`src/hdl/yaw_scale_translate_matrix_assert.svh`:
```
// Assertion macros shared by the matrix baker modules.
`ifndef YAW_SCALE_TRANSLATE_MATRIX_ASSERT_SVH
`define YAW_SCALE_TRANSLATE_MATRIX_ASSERT_SVH

// Same-cycle implication, checked outside reset
`define YSTM_ASSERT_IMP(label, ante, cons) \
    label: assert property (@(posedge i_clk) disable iff (!i_rst_n) (ante) |-> (cons)) \
        else $error("ystm assertion failed");

// Next-cycle implication, checked outside reset
`define YSTM_ASSERT_NEXT(label, ante, cons) \
    label: assert property (@(posedge i_clk) disable iff (!i_rst_n) (ante) |=> (cons)) \
        else $error("ystm assertion failed");

`endif

```
`src/hdl/ystm_pkg.sv`:
```
package ystm_pkg;

    // CORDIC layout: 18 rotations, three per register stage
    localparam int CORDIC_STEPS    = 18;
    localparam int STEPS_PER_STAGE = 3;
    localparam int CORDIC_STAGES   = CORDIC_STEPS / STEPS_PER_STAGE;

    // Angle reduce + CORDIC stages + round + multiply + saturate
    localparam int PIPE_DEPTH = CORDIC_STAGES + 4;

    localparam int XY_W = 34;
    localparam int Z_W  = 26;

    // Reciprocal of the CORDIC gain, 30 fraction bits
    localparam logic signed [XY_W-1:0] CORDIC_GAIN = XY_W'(652032874);

    // Rotator state carried between CORDIC stages
    typedef struct packed {
        logic signed [XY_W-1:0] x;
        logic signed [XY_W-1:0] y;
        logic signed [Z_W-1:0]  z;
        logic                   flip;
    } t_cordic;

    // Fields that ride alongside the rotator
    typedef struct packed {
        logic signed [15:0] scale_x;
        logic signed [15:0] scale_y;
        logic signed [15:0] scale_z;
        logic signed [31:0] pos_x;
        logic signed [31:0] pos_y;
        logic signed [31:0] pos_z;
        logic [15:0]        tint_red;
        logic [15:0]        tint_green;
        logic [15:0]        tint_blue;
    } t_side;

    // Arctangent of 2^-i in units of 2^-24 turn
    function automatic logic signed [Z_W-1:0] ystm_atan(input logic [4:0] idx);
        logic signed [Z_W-1:0] v;
        case (idx)
            5'd0:    v = Z_W'(2097152);
            5'd1:    v = Z_W'(1238021);
            5'd2:    v = Z_W'(654136);
            5'd3:    v = Z_W'(332050);
            5'd4:    v = Z_W'(166669);
            5'd5:    v = Z_W'(83416);
            5'd6:    v = Z_W'(41718);
            5'd7:    v = Z_W'(20860);
            5'd8:    v = Z_W'(10430);
            5'd9:    v = Z_W'(5215);
            5'd10:   v = Z_W'(2608);
            5'd11:   v = Z_W'(1304);
            5'd12:   v = Z_W'(652);
            5'd13:   v = Z_W'(326);
            5'd14:   v = Z_W'(163);
            5'd15:   v = Z_W'(81);
            5'd16:   v = Z_W'(41);
            5'd17:   v = Z_W'(20);
            default: v = '0;
        endcase
        return v;
    endfunction

endpackage

```
`src/hdl/ystm_scale_mult.sv`:
```
`include "yaw_scale_translate_matrix_assert.svh"

module ystm_scale_mult (
    input  logic               i_clk,
    input  logic               i_rst_n,
    input  logic               i_vld,
    input  logic signed [15:0] i_cos,
    input  logic signed [15:0] i_sin,
    input  logic signed [15:0] i_scale_x,
    input  logic signed [15:0] i_scale_z,
    output logic               o_vld,
    output logic signed [15:0] o_c0r0,
    output logic signed [15:0] o_c0r2,
    output logic signed [15:0] o_c2r0,
    output logic signed [15:0] o_c2r2
);
    import ystm_pkg::*;

    logic signed [16:0] w_cos;
    logic signed [16:0] w_sin;
    logic signed [16:0] w_nsin;

    logic               r_vld1;
    logic signed [32:0] r_p00;
    logic signed [32:0] r_p02;
    logic signed [32:0] r_p20;
    logic signed [32:0] r_p22;

    logic               r_vld2;
    logic signed [15:0] r_c0r0;
    logic signed [15:0] r_c0r2;
    logic signed [15:0] r_c2r0;
    logic signed [15:0] r_c2r2;

    // Round Q10.23 to Q8.8, half up, then clamp to 16 bits
    function automatic logic signed [15:0] rnd_sat(input logic signed [32:0] p);
        logic signed [33:0] s;
        logic signed [18:0] q;
        s = 34'(p) + 34'sd16384;
        q = 19'(s >>> 15);
        if (q > 19'sd32767) begin
            return 16'sh7fff;
        end else if (q < -19'sd32768) begin
            return 16'sh8000;
        end
        return 16'(q);
    endfunction

    // Q1.15 factors; the negated sine can reach +1.0
    assign w_cos  = 17'(i_cos);
    assign w_sin  = 17'(i_sin);
    assign w_nsin = -w_sin;

    // Multiply stage
    always_ff @(posedge i_clk) begin
        if (!i_rst_n) begin
            r_vld1 <= 1'b0;
        end else begin
            r_vld1 <= i_vld;
        end
        r_p00 <= w_cos  * 33'(i_scale_x);
        r_p02 <= w_nsin * 33'(i_scale_x);
        r_p20 <= w_sin  * 33'(i_scale_z);
        r_p22 <= w_cos  * 33'(i_scale_z);
    end

    // Round and saturate stage
    always_ff @(posedge i_clk) begin
        if (!i_rst_n) begin
            r_vld2 <= 1'b0;
        end else begin
            r_vld2 <= r_vld1;
        end
        r_c0r0 <= rnd_sat(r_p00);
        r_c0r2 <= rnd_sat(r_p02);
        r_c2r0 <= rnd_sat(r_p20);
        r_c2r2 <= rnd_sat(r_p22);
    end

    assign o_vld  = r_vld2;
    assign o_c0r0 = r_c0r0;
    assign o_c0r2 = r_c0r2;
    assign o_c2r0 = r_c2r0;
    assign o_c2r2 = r_c2r2;

    // Zero cosine gives zero diagonal products once through the multiply and round/saturate registers
    `YSTM_ASSERT_IMP(a_zero_cos, o_vld && $past(i_vld, 2) && $past(i_cos, 2) == 16'sd0, o_c0r0 == 16'sd0 && o_c2r2 == 16'sd0)
    // A valid product in the multiply stage register is delivered through the round/saturate register
    `YSTM_ASSERT_NEXT(a_vld_follow, r_vld1, o_vld)

endmodule

```
`config.mk`:
```
export PLATFORM = sky130hd
export DESIGN_NAME = ystm_scale_mult
export DESIGN_NICKNAME = d
export VERILOG_FILES = /design/src/hdl/ystm_pkg.sv /design/src/hdl/ystm_scale_mult.sv
export VERILOG_INCLUDE_DIRS = /design/src /design/src/hdl
export SDC_FILE = /design/constraint.sdc
export NUM_CORES = 2
export LEC_CHECK = 0
export BUFFER_PORTS_ARGS = -buffer_cell sky130_fd_sc_hd__buf_2
export CAP_MARGIN = 10
export CORE_MARGIN = 2
export CORE_UTILIZATION = 55
export CTS_CLUSTER_SIZE = 40
export DETAILED_ROUTE_END_ITERATION = 8
export GPL_ROUTABILITY_DRIVEN = 1
export MAX_ROUTING_LAYER = met4
export PLACE_DENSITY = 0.72
export SLEW_MARGIN = 20
export SYNTH_ARGS = -nofsm -noshare
export SYNTH_HDL_FRONTEND = slang
export SYNTH_SLANG_ARGS = --single-unit
```
`constraint.sdc`:
```
create_clock -name i_clk -period 8.4 [get_ports i_clk]
set_clock_uncertainty 0.15 [all_clocks]
set_input_delay 0.42 -clock i_clk [delete_from_list [all_inputs] [get_ports i_clk]]
set_output_delay 0.42 -clock i_clk [all_outputs]
set_load 0.01 [all_outputs]
```
==> reports/results.txt <==
Run status: completed
Area growth from synthesis to layout: 5.44%
Critical R2R Launch: r_p22[17]
Worst Path Required: 8.61 ns
Tcrit/Tclk final: 88.9%
CTS clock-pin slew for the worst setup and hold paths: 0.06 ns
Hpwl dp: 78.6 mm
Post-Syn Area per Cell: 9.25 sq um
Synthesized cell area: 42700 sq um
Fin cells: 5672
Worst flop-to-flop path endpoint: o_c2r2[3]
# IOs: 132
Commonest non-fill, non-tap cell in the layout: inv_1
Drt first pass iters: 6
R2R Setup Slk: 5.37 ns
Final WS setup: 0.931 ns
Pins over their slew limit: 0
Antenna violations before repair: 9
Synth top area cells: fa_1, inv_1, ha_1, dfxtp_1, and2_1
Final Setup Violations: 0
Worst hold stages: 1
Ys Warns: 0
Critical path class: in2reg
Largest net degree at the start of global routing: 34
Max-cap violations: 0
Final nets: 6058
Number of cells after detailed placement: 5628
Post-Synthesis Cells: 4610
Hold_sp: r_vld1
Hold endpoint: o_vld
Dpl ws: 0.501 ns
DR vias: 29.9k
CP startpoint kind: input pin
Most frequent cells in the layout: inv_1, fa_1, nand2_1
Min Clock Period, post-route: 7.47 ns
Fmax: 134 MHz
Arrival time at the worst endpoint: 7.68 ns
Most used DFF post-synth: dfxtp_1
Post-synth cell types: 67
Total Routing Usage GR: 28.1%
Std cell rows: 102
Reg2reg path depth: 9
Synth top area share: 49.6%
Die height: 283 um
Drt via density: 5.26
First-pass GRT wire length: 169 mm
Post-synthesis net count: 6058
Sequential-to-total area share from yosys stat: 6.52%
Max FO, Critical Path: 7
Clk root buf: clkbuf_16
CP Capture Type: register
CTS max path bufs: 2
Hold Fails Final Rpt: 0
DRT iter0 DRCs: 1983
Starting Density: 55.3%
Sinks on Clock Net: 139
CTS tree: built
Worst hold path class: reg2reg
Setup TNS: 0 ns
Share of layout cells above drive strength 1: 4.93%
CTS H-Tree Depth: 4
Async SR Flop Fraction: 0%
Core area: 77100 sq um
I/O Buffers: 131
GPL Wtd Cong: 0.890
Die area: 79800 sq um
Vias in the first global route: 32.7k
Latest clock arrival within the worst-skew pair: 0.49 ns
Synthesized flop and latch total: 139
Max-slew headroom: 29.6%
Total CTS buffers: 17
# DRC: 0
Unrepaired setup endpoints after global routing: false
Setup repair bufs after CTS: 0
EDFF count, synth: 0
Die W: 283 um
Routed WL: 99.9 mm
WL/cell: 17.6 um
GRT overflow: 0
Yosys top cell by area: fa_1
ANT nets after route: 0
Slew of the pin with the lowest slew margin: 1.05 ns
-- cells in the mapped netlist, types with 16 or more instances --
master    number
a21o_1        34
a21oi_1       56
and2_1       405
and3_1        24
clkbuf_1     192
dfxtp_1      139
fa_1        1058
ha_1         323
inv_1       1161
nand2_1      619
nand2b_1      50
nand3_1       46
nor2_1        68
nor3_1        16
o21ai_0       91
xnor2_1      110
xor2_1        70
-- cells by family after synthesis --
logic type	Yosys count	share of synthesized area, %
adder cells (fa/ha/maj)	1381	59.1
XOR/XNOR	180	3.70
AND/OR/NAND/NOR	1283	14.8
buffers and inverters	1363	12.0
AO/OA/AOI/OAI	264	3.88
flip-flops	139	6.52
-- worst max path at each step --
stage | start | endpoint | slack (ns)
2_1_floorplan | i_sin[0] | r_p02[25] | 0.97
3_3_place_gp | i_sin[2] | r_p02[25] | 0.63
3_5_place_dp | i_sin[2] | r_p02[25] | 0.50
4_1_cts | i_sin[2] | r_p02[25] | 1.01
5_1_grt | i_sin[4] | r_p02[32] | 0.34
6_report | i_sin[2] | r_p02[25] | 0.93
-- registers in the layout, summed over array words and instances (netlist names) --
| name | count |
|---|---|
| r_p02 | 19 |
| r_p00 | 18 |
| r_p20 | 18 |
| r_p22 | 18 |
| o_c0r0 | 16 |
| o_c0r2 | 16 |
| o_c2r0 | 16 |
| o_c2r2 | 16 |
| o_vld | 1 |
| r_vld1 | 1 |
-- per-layer routing --
layer | routed length (um) | vias to the layer above | GRT usage, %
met3 | 7650 | 127 | 5.63
met5 | 0 | - | -
met1 | 42000 | 15413 | 37.1
li1 | - | 13364 | -
met2 | 48000 | 959 | 44.8
met4 | 2280 | 0 | 7.29
-- repair_timing --
action / 4_1_cts / 5_1_grt
hold buffers: 3 / 0
endpoints found under the hold margin: 2 / 0
gates resized for setup: 0 / 0
-- layout make-up --
cell class | instances | area, sq um
diodes | 10 | 25.0
fillers | 6808 | 32100
clock buffers | 20 | 457
clock inverters | 11 | 240
inverters | 1161 | 4360
repair buffers | 183 | 1050
multi-input cells | 3108 | 34800
well taps | 1040 | 1300
flip-flops and latches | 139 | 2780
-- critical path, stage by stage --
cell,delay (ns)
buf_2,0.14
or4_4,0.58
nor4_4,0.17
and2b_2,0.24
nand2_2,0.08
nor2_1,0.13
xnor2_1,0.35
nand2_1,0.17
fa_1,0.54
fa_1,0.52
fa_1,0.52
inv_1,0.06
fa_1,0.49
fa_1,0.49
inv_1,0.05
fa_1,0.47
inv_1,0.04
ha_1,0.32
a211o_1,0.27
a31oi_1,0.15
o21ai_1,0.22
a31oi_1,0.27
o21ai_1,0.22
a2111oi_0,0.48
nor3_1,0.13
xor2_1,0.15
-- stage by stage --
step / utilization (%) / area [sq um] / hold slack (ns)
finish: 58.4 / 45000 / 0.286
global route: 58.4 / 45000 / 0.308
CTS: 58.3 / 45000 / 0.290
detailed placement: 57.4 / 44200 / 0.274
global placement: 57.4 / 44200 / 0.267
floorplan: - / 42700 / 0.262
Power is left out: the tool's default activity adds up to more than one toggle a clock period on the data nets, which glitch-free logic cannot reach.
