**config.mk**
```make
export PLATFORM = sky130hd
export DESIGN_NAME = ystm_cordic_stage
export DESIGN_NICKNAME = d
export VERILOG_FILES = /design/src/hdl/yaw_scale_translate_matrix_assert.svh /design/src/hdl/ystm_pkg.sv /design/src/hdl/ystm_cordic_stage.sv
export SDC_FILE = /design/constraint.sdc
export NUM_CORES = 2
export LEC_CHECK = 0
export BUFFER_PORTS_ARGS = -buffer_cell sky130_fd_sc_hd__clkbuf_2
export CAP_MARGIN = 20
export CELL_PAD_IN_SITES_DETAIL_PLACEMENT = 0
export CELL_PAD_IN_SITES_GLOBAL_PLACEMENT = 1
export CORE_ASPECT_RATIO = 1.5
export CORE_UTILIZATION = 51
export CTS_BUF_LIST = sky130_fd_sc_hd__clkbuf_16
export CTS_CLUSTER_DIAMETER = 150
export DETAILED_ROUTE_END_ITERATION = 12
export PLACE_DENSITY = 0.95
export RECOVER_POWER = 50
export SLEW_MARGIN = 20
export SYNTH_ARGS = -nofsm -noshare
export SYNTH_HDL_FRONTEND = slang
export SYNTH_MEMORY_MAX_BITS = 65536
export SYNTH_SLANG_ARGS = --single-unit
export TNS_END_PERCENT = 1
```
**constraint.sdc**
```tcl
create_clock -name i_clk -period 47.8 [get_ports i_clk]
set_input_delay 2.39 -clock i_clk [delete_from_list [all_inputs] [get_ports i_clk]]
set_output_delay 2.39 -clock i_clk [all_outputs]
set_load 0.01 [all_outputs]
```
**src/hdl/yaw_scale_translate_matrix_assert.svh**
```systemverilog
// Assertion macros shared by the matrix baker modules.
`ifndef YAW_SCALE_TRANSLATE_MATRIX_ASSERT_SVH
`define YAW_SCALE_TRANSLATE_MATRIX_ASSERT_SVH

// Same-cycle implication, checked outside reset
`define YSTM_ASSERT_IMP(label, ante, cons) \
    label: assert property (@(posedge i_clk) disable iff (!i_rst_n) (ante) |-> (cons)) \
        else $error("ystm assertion failed");

// Next-cycle implication, checked outside reset
`define YSTM_ASSERT_NEXT(label, ante, cons) \
    label: assert property (@(posedge i_clk) disable iff (!i_rst_n) (ante) |=> (cons)) \
        else $error("ystm assertion failed");

`endif

```
**src/hdl/ystm_pkg.sv**
```systemverilog
package ystm_pkg;

    // CORDIC layout: 18 rotations, three per register stage
    localparam int CORDIC_STEPS    = 18;
    localparam int STEPS_PER_STAGE = 3;
    localparam int CORDIC_STAGES   = CORDIC_STEPS / STEPS_PER_STAGE;

    // Angle reduce + CORDIC stages + round + multiply + saturate
    localparam int PIPE_DEPTH = CORDIC_STAGES + 4;

    localparam int XY_W = 34;
    localparam int Z_W  = 26;

    // Reciprocal of the CORDIC gain, 30 fraction bits
    localparam logic signed [XY_W-1:0] CORDIC_GAIN = XY_W'(652032874);

    // Rotator state carried between CORDIC stages
    typedef struct packed {
        logic signed [XY_W-1:0] x;
        logic signed [XY_W-1:0] y;
        logic signed [Z_W-1:0]  z;
        logic                   flip;
    } t_cordic;

    // Fields that ride alongside the rotator
    typedef struct packed {
        logic signed [15:0] scale_x;
        logic signed [15:0] scale_y;
        logic signed [15:0] scale_z;
        logic signed [31:0] pos_x;
        logic signed [31:0] pos_y;
        logic signed [31:0] pos_z;
        logic [15:0]        tint_red;
        logic [15:0]        tint_green;
        logic [15:0]        tint_blue;
    } t_side;

    // Arctangent of 2^-i in units of 2^-24 turn
    function automatic logic signed [Z_W-1:0] ystm_atan(input logic [4:0] idx);
        logic signed [Z_W-1:0] v;
        case (idx)
            5'd0:    v = Z_W'(2097152);
            5'd1:    v = Z_W'(1238021);
            5'd2:    v = Z_W'(654136);
            5'd3:    v = Z_W'(332050);
            5'd4:    v = Z_W'(166669);
            5'd5:    v = Z_W'(83416);
            5'd6:    v = Z_W'(41718);
            5'd7:    v = Z_W'(20860);
            5'd8:    v = Z_W'(10430);
            5'd9:    v = Z_W'(5215);
            5'd10:   v = Z_W'(2608);
            5'd11:   v = Z_W'(1304);
            5'd12:   v = Z_W'(652);
            5'd13:   v = Z_W'(326);
            5'd14:   v = Z_W'(163);
            5'd15:   v = Z_W'(81);
            5'd16:   v = Z_W'(41);
            5'd17:   v = Z_W'(20);
            default: v = '0;
        endcase
        return v;
    endfunction

endpackage

```
**src/hdl/ystm_cordic_stage.sv**
```systemverilog
module ystm_cordic_stage (
    input  logic             i_clk,
    input  logic             i_rst_n,
    input  logic             i_vld,
    input  ystm_pkg::t_cordic i_data,
    input  logic [4:0]       i_step_base,
    output logic             o_vld,
    output ystm_pkg::t_cordic o_data
);
    import ystm_pkg::*;

    t_cordic n_data;
    t_cordic r_data;
    logic    r_vld;

    // Three rotation-mode micro-rotations, each shift by its own step index
    always_comb begin
        logic signed [XY_W-1:0] dx;
        logic signed [XY_W-1:0] dy;
        logic [4:0]             sh;
        n_data = i_data;
        for (int j = 0; j < STEPS_PER_STAGE; j++) begin
            sh = 5'(i_step_base + 5'(j));
            dx = n_data.y >>> sh;
            dy = n_data.x >>> sh;
            if (!n_data.z[Z_W-1]) begin
                n_data.x = n_data.x - dx;
                n_data.y = n_data.y + dy;
                n_data.z = n_data.z - ystm_atan(sh);
            end else begin
                n_data.x = n_data.x + dx;
                n_data.y = n_data.y - dy;
                n_data.z = n_data.z + ystm_atan(sh);
            end
        end
    end

    // Stage register; only the valid bit is reset
    always_ff @(posedge i_clk) begin
        if (!i_rst_n) begin
            r_vld <= 1'b0;
        end else begin
            r_vld <= i_vld;
        end
        r_data <= n_data;
    end

    assign o_vld  = r_vld;
    assign o_data = r_data;

endmodule

```
==> metrics.md, run 1 <==
| Metric | Value |
|---|---|
| Outcome | did not finish |
| Last stage | 5_1_grt |
| Run Error | [ERROR GRT-0116] Global routing finished with congestion. Check the congestion regions in the DRC Viewer. |
| Initial core utilization | 51.5% |
| Async set or reset register ratio after synthesis | 0% |
| First-pass GRT wire length | 303 mm |
| Number of CTS-inserted buffers | 9 |
| Die outline height | 336 um |
| Cell type contributing the most total cell area after synthesis | sky130_fd_sc_hd__ha_1 |
| H-tree levels | 3 |
| Number of distinct library cells after synthesis | 114 |
| Number of global-route vias before repair | 45300 |
| Cells resized by post-CTS repair | 0 |
| Register bit total from synthesis | 96 |
| Maximum number of pins on one net before global-route repair | 107 |
| Total I/O pin count | 199 |
| Synthesized net count | 5868 |
| Port buffer count | 198 |
| Number of buffers inserted by post-CTS setup repair | 0 |
| Top flip-flop cell by instance count after synthesis | sky130_fd_sc_hd__dfxtp_1 |
| Post-CTS Hold Buffers | 0 |
| Synthesized instance count | 5462 |
| Number of sinks driven by the clock tree | 96 |
| Horizontal die dimension | 225 um |
| Synth area leaders | sky130_fd_sc_hd__ha_1 9.7%, sky130_fd_sc_hd__xnor2_1 6.9%, sky130_fd_sc_hd__a21oi_1 6.5%, sky130_fd_sc_hd__mux4_2 6.0%, sky130_fd_sc_hd__nor2_1 5.7% |
| Aggregate global-route resource usage | 53.3% |
| Number of enable-type register cells in the synthesized netlist | 0 |
| Cell area after technology mapping | 38000 um2 |
| Residual overflow from global routing | 2 |
| Detailed Place HPWL | 155 mm |
| Post-synthesis sequential area ratio | 5.06% |
| Most used standard cell by instance count after synthesis | sky130_fd_sc_hd__nor2_1 |
| Post-Synthesis Mean Instance Area | 6.95 um2 |
| Synth top cells by count | 579 x sky130_fd_sc_hd__nor2_1, 533 x sky130_fd_sc_hd__nand2_1, 491 x sky130_fd_sc_hd__a21oi_1 |
| Fraction of post-synthesis cell area in the top cell type by area | 9.69% |
| Maximum buffer depth of the clock tree | 2 |
| Synthesis warning total | 0 |
| Cell at the root of the clock tree | sky130_fd_sc_hd__clkbuf_16 |
| Number of rows in the core area | 122 |
| Placer's final routability congestion estimate | 1.21 |
kinds of logic after synthesis:
logic type               synth area share, %
AND/OR/NAND/NOR                         24.0
AO/OA/AOI/OAI                           32.1
buffers and inverters                   5.67
XOR/XNOR                                10.5
multiplexers                            12.6
adder cells (fa/ha/maj)                 10.2
flip-flops                              5.06
metal layers:
metal | track usage, % | overflow
met5 | 0 | 0
met4 | 53.8 | 1
met3 | 19.0 | 0
met2 | 83.3 | 1
met1 | 54.2 | 0
stage by stage:
step                      utilization, %  hold slack (ns)  cells  worst slack [ns]  cell area, um2
after floorplan                        -             2.42   5462             27.87           38000
after global placement              53.9             2.50   6414             25.68           39700
after detailed placement            53.9             2.50   6414             25.35           39700
after CTS                           54.3             2.10   6430             25.68           40000
==> run 2, diff against run 1 <==
--- a/config.mk
+++ b/config.mk
@@ -7,14 +7,9 @@
 export LEC_CHECK = 0
 export BUFFER_PORTS_ARGS = -buffer_cell sky130_fd_sc_hd__clkbuf_2
 export CAP_MARGIN = 20
-export CELL_PAD_IN_SITES_DETAIL_PLACEMENT = 0
-export CELL_PAD_IN_SITES_GLOBAL_PLACEMENT = 1
-export CORE_ASPECT_RATIO = 1.5
-export CORE_UTILIZATION = 51
-export CTS_BUF_LIST = sky130_fd_sc_hd__clkbuf_16
-export CTS_CLUSTER_DIAMETER = 150
+export CORE_UTILIZATION = 40
 export DETAILED_ROUTE_END_ITERATION = 12
-export PLACE_DENSITY = 0.95
+export PLACE_DENSITY_LB_ADDON = 0.15
 export RECOVER_POWER = 50
 export SLEW_MARGIN = 20
 export SYNTH_ARGS = -nofsm -noshare
==> metrics.md, run 2 <==
| Metric | Value |
|---|---|
| Number of sinks driven by the clock tree | 96 (unchanged) |
| Synthesis-to-layout area growth | 5.61% |
| Delay of the slowest cell on the worst path | 1.01 ns |
| Largest fanout on the critical path | 61 |
| Share of final-layout standard cells stronger than drive strength 1 | 9.50% |
| Worst-Margin Slew | 1.24 ns |
| Fraction of post-synthesis cell area in the top cell type by area | 9.69% (unchanged) |
| Critical path type | in2reg |
| Synthesis warning total | 0 (unchanged) |
| Most used standard cell by instance count after synthesis | sky130_fd_sc_hd__nor2_1 (unchanged) |
| Maximum buffer depth of the clock tree | 2 (unchanged) |
| Number of CTS-inserted buffers | 9 (unchanged) |
| Required arrival time at the worst endpoint | 48.07 ns |
| Post-Route Setup TNS | 0 ns |
| Number of nets still failing antenna checks after routing | 0 |
| Commonest cells after routing, fill and taps aside | 578 x sky130_fd_sc_hd__nor2_1, 533 x sky130_fd_sc_hd__nand2_1, 491 x sky130_fd_sc_hd__a21oi_1 |
| Placer's final routability congestion estimate | 1.11 (was 1.21) |
| Residual overflow from global routing | 0 |
| Cell type contributing the most total cell area after synthesis | sky130_fd_sc_hd__ha_1 (unchanged) |
| Total I/O pin count | 199 (unchanged) |
| Aggregate routed wire length | 189 mm |
| Final hold violations | 0 |
| Number of rows in the core area | 112 (was 122) |
| Pre-Repair DR Iteration Count | 7 |
| Ratio of final minimum period to clock period | 48.7% |
| Post-CTS Hold Buffers | 0 (unchanged) |
| 1st-iter DRT viols | 5340 |
| Number of enable-type register cells in the synthesized netlist | 0 (unchanged) |
| Synth top cells by count | 579 x sky130_fd_sc_hd__nor2_1, 533 x sky130_fd_sc_hd__nand2_1, 491 x sky130_fd_sc_hd__a21oi_1 (unchanged) |
| Register bit total from synthesis | 96 (unchanged) |
| NumNets Final | 5824 |
| Die Footprint | 96200 um2 |
| Vias/cell | 6.67 |
| Number of buffers and inverters on the critical path | 5 |
| Kind of end point of the critical path | register |
| DRC violation count after routing | 0 |
| Detailed Place HPWL | 150 mm (was 155 mm) |
| Number of max-cap violations | 0 |
| RSZ-0062 raised after global routing | no |
| Horizontal die dimension | 310 um (was 225 um) |
| Number of global-route vias before repair | 40500 |
| Outcome | finished, final reports clean (was did not finish) |
| Setup-failing EPs final | 0 |
| Antenna violations before repair | 4 |
| Cell at the root of the clock tree | sky130_fd_sc_hd__clkbuf_16 (unchanged) |
| Critical path's slowest cell | sky130_fd_sc_hd__xnor3_1 |
| Crit-path leading delay family | compound AO/OA/AOI/OAI gates |
| Crit path top cell by count | sky130_fd_sc_hd__o21ai_0 |
| Synthesized instance count | 5462 (unchanged) |
| Port buffer count | 198 (unchanged) |
| Routed length per placed instance | 28.3 um |
| Utilization of the core after routing | 42.8% |
| Worst Hold Class | in2reg |
| TritonCTS clock tree | done |
| CTS clock-pin slew for the worst setup and hold paths | 0.07 ns |
| Cell area after technology mapping | 38000 um2 (unchanged) |
| Maximum number of pins on one net before global-route repair | 72 |
| FMAX | 43.0 MHz |
| First-pass GRT wire length | 273 mm |
| Synth area leaders | sky130_fd_sc_hd__ha_1 9.7%, sky130_fd_sc_hd__xnor2_1 6.9%, sky130_fd_sc_hd__a21oi_1 6.5%, sky130_fd_sc_hd__mux4_2 6.0%, sky130_fd_sc_hd__nor2_1 5.7% (unchanged) |
| Synthesized net count | 5868 (unchanged) |
| Aggregate global-route resource usage | 38.0% |
| Post-synthesis sequential area ratio | 5.06% (unchanged) |
| Startpoint type of the worst setup path | input pin |
| Die outline height | 310 um (was 336 um) |
| Post-Synthesis Mean Instance Area | 6.95 um2 (unchanged) |
| Worst endpoint data arrival time | 23.53 ns |
| Cells resized by post-CTS repair | 0 (unchanged) |
| Async set or reset register ratio after synthesis | 0% (unchanged) |
| Vias post-DR | 44500 |
| H-tree levels | 3 (unchanged) |
| Placeable Area | 93600 um2 |
| Max FFs per register | 95 |
| Worst slew margin | 16.8% |
| Final Max Slew Viols | 0 |
| Number of distinct library cells after synthesis | 114 (unchanged) |
| Clock period minus worst slack | 23.26 ns |
| Number of buffers inserted by post-CTS setup repair | 0 (unchanged) |
| Top flip-flop cell by instance count after synthesis | sky130_fd_sc_hd__dfxtp_1 (unchanged) |
| Most common cell after layout, fill and taps aside | sky130_fd_sc_hd__nor2_1 |
| Initial core utilization | 40.6% (was 51.5%) |
==> run 2: cells by family (layout without fill, tap and decap cells) <==
| logic type | count (synthesis) | in the layout | synth area share (%) |
|---|---|---|---|
| multiplexers | 338 | 338 | 12.6 |
| other | 0 | 3 | 0 |
| flip-flops | 96 | 96 | 5.06 |
| AND/OR/NAND/NOR | 1909 | 1909 | 24.0 |
| XOR/XNOR | 451 | 451 | 10.5 |
| buffers and inverters | 526 | 487 | 5.67 |
| adder cells (fa/ha/maj) | 303 | 303 | 10.2 |
| AO/OA/AOI/OAI | 1839 | 1839 | 32.1 |
==> run 2: stage by stage <==
stage	worst slack [ns]	area, um2	instances	hold slack [ns]
6_report	24.54	40100	6680	2.10
4_1_cts	25.05	40200	6676	2.08
3_5_place_dp	24.73	39900	6660	2.50
3_3_place_gp	25.04	39900	6658	2.50
5_1_grt	23.19	40100	6678	2.09
2_1_floorplan	27.87	38000	5462	2.42
==> run 2: layout make-up <==
cell class	instances	area (um2)
antenna	3	7.51
clock buffer	10	229
clock inverter	6	51.3
fill	10100	53500
inverter	185	699
multi-input combinational	4840	34100
sequential	96	1920
tap	1254	1570
timing repair buffer	286	1550
==> run 2: metal layers <==
metal  routed length (um)  vias up  GRT usage [%]  part of all wire [%]
li1                     -    20400              -                     -
met1                76100    21200           47.8                    40
met2                81300     2409           58.7                    43
met3                16100      543           6.61                   8.5
met4                15200        6           26.6                   8.1
met5                   40        -              0                 0.021
==> run 2: worst paths after layout <==
check                      start            endpoint  slack [ns]  cells past startpoint
setup / recovery  i_step_base[0]  o_data[94]$_DFF_P_       24.54                     64
hold / removal         i_data[0]   o_data[0]$_DFF_P_        2.10                      1
Power of run 2 is left out: the tool's default activity adds up to more than one toggle a clock period on the data nets, which glitch-free logic cannot reach.
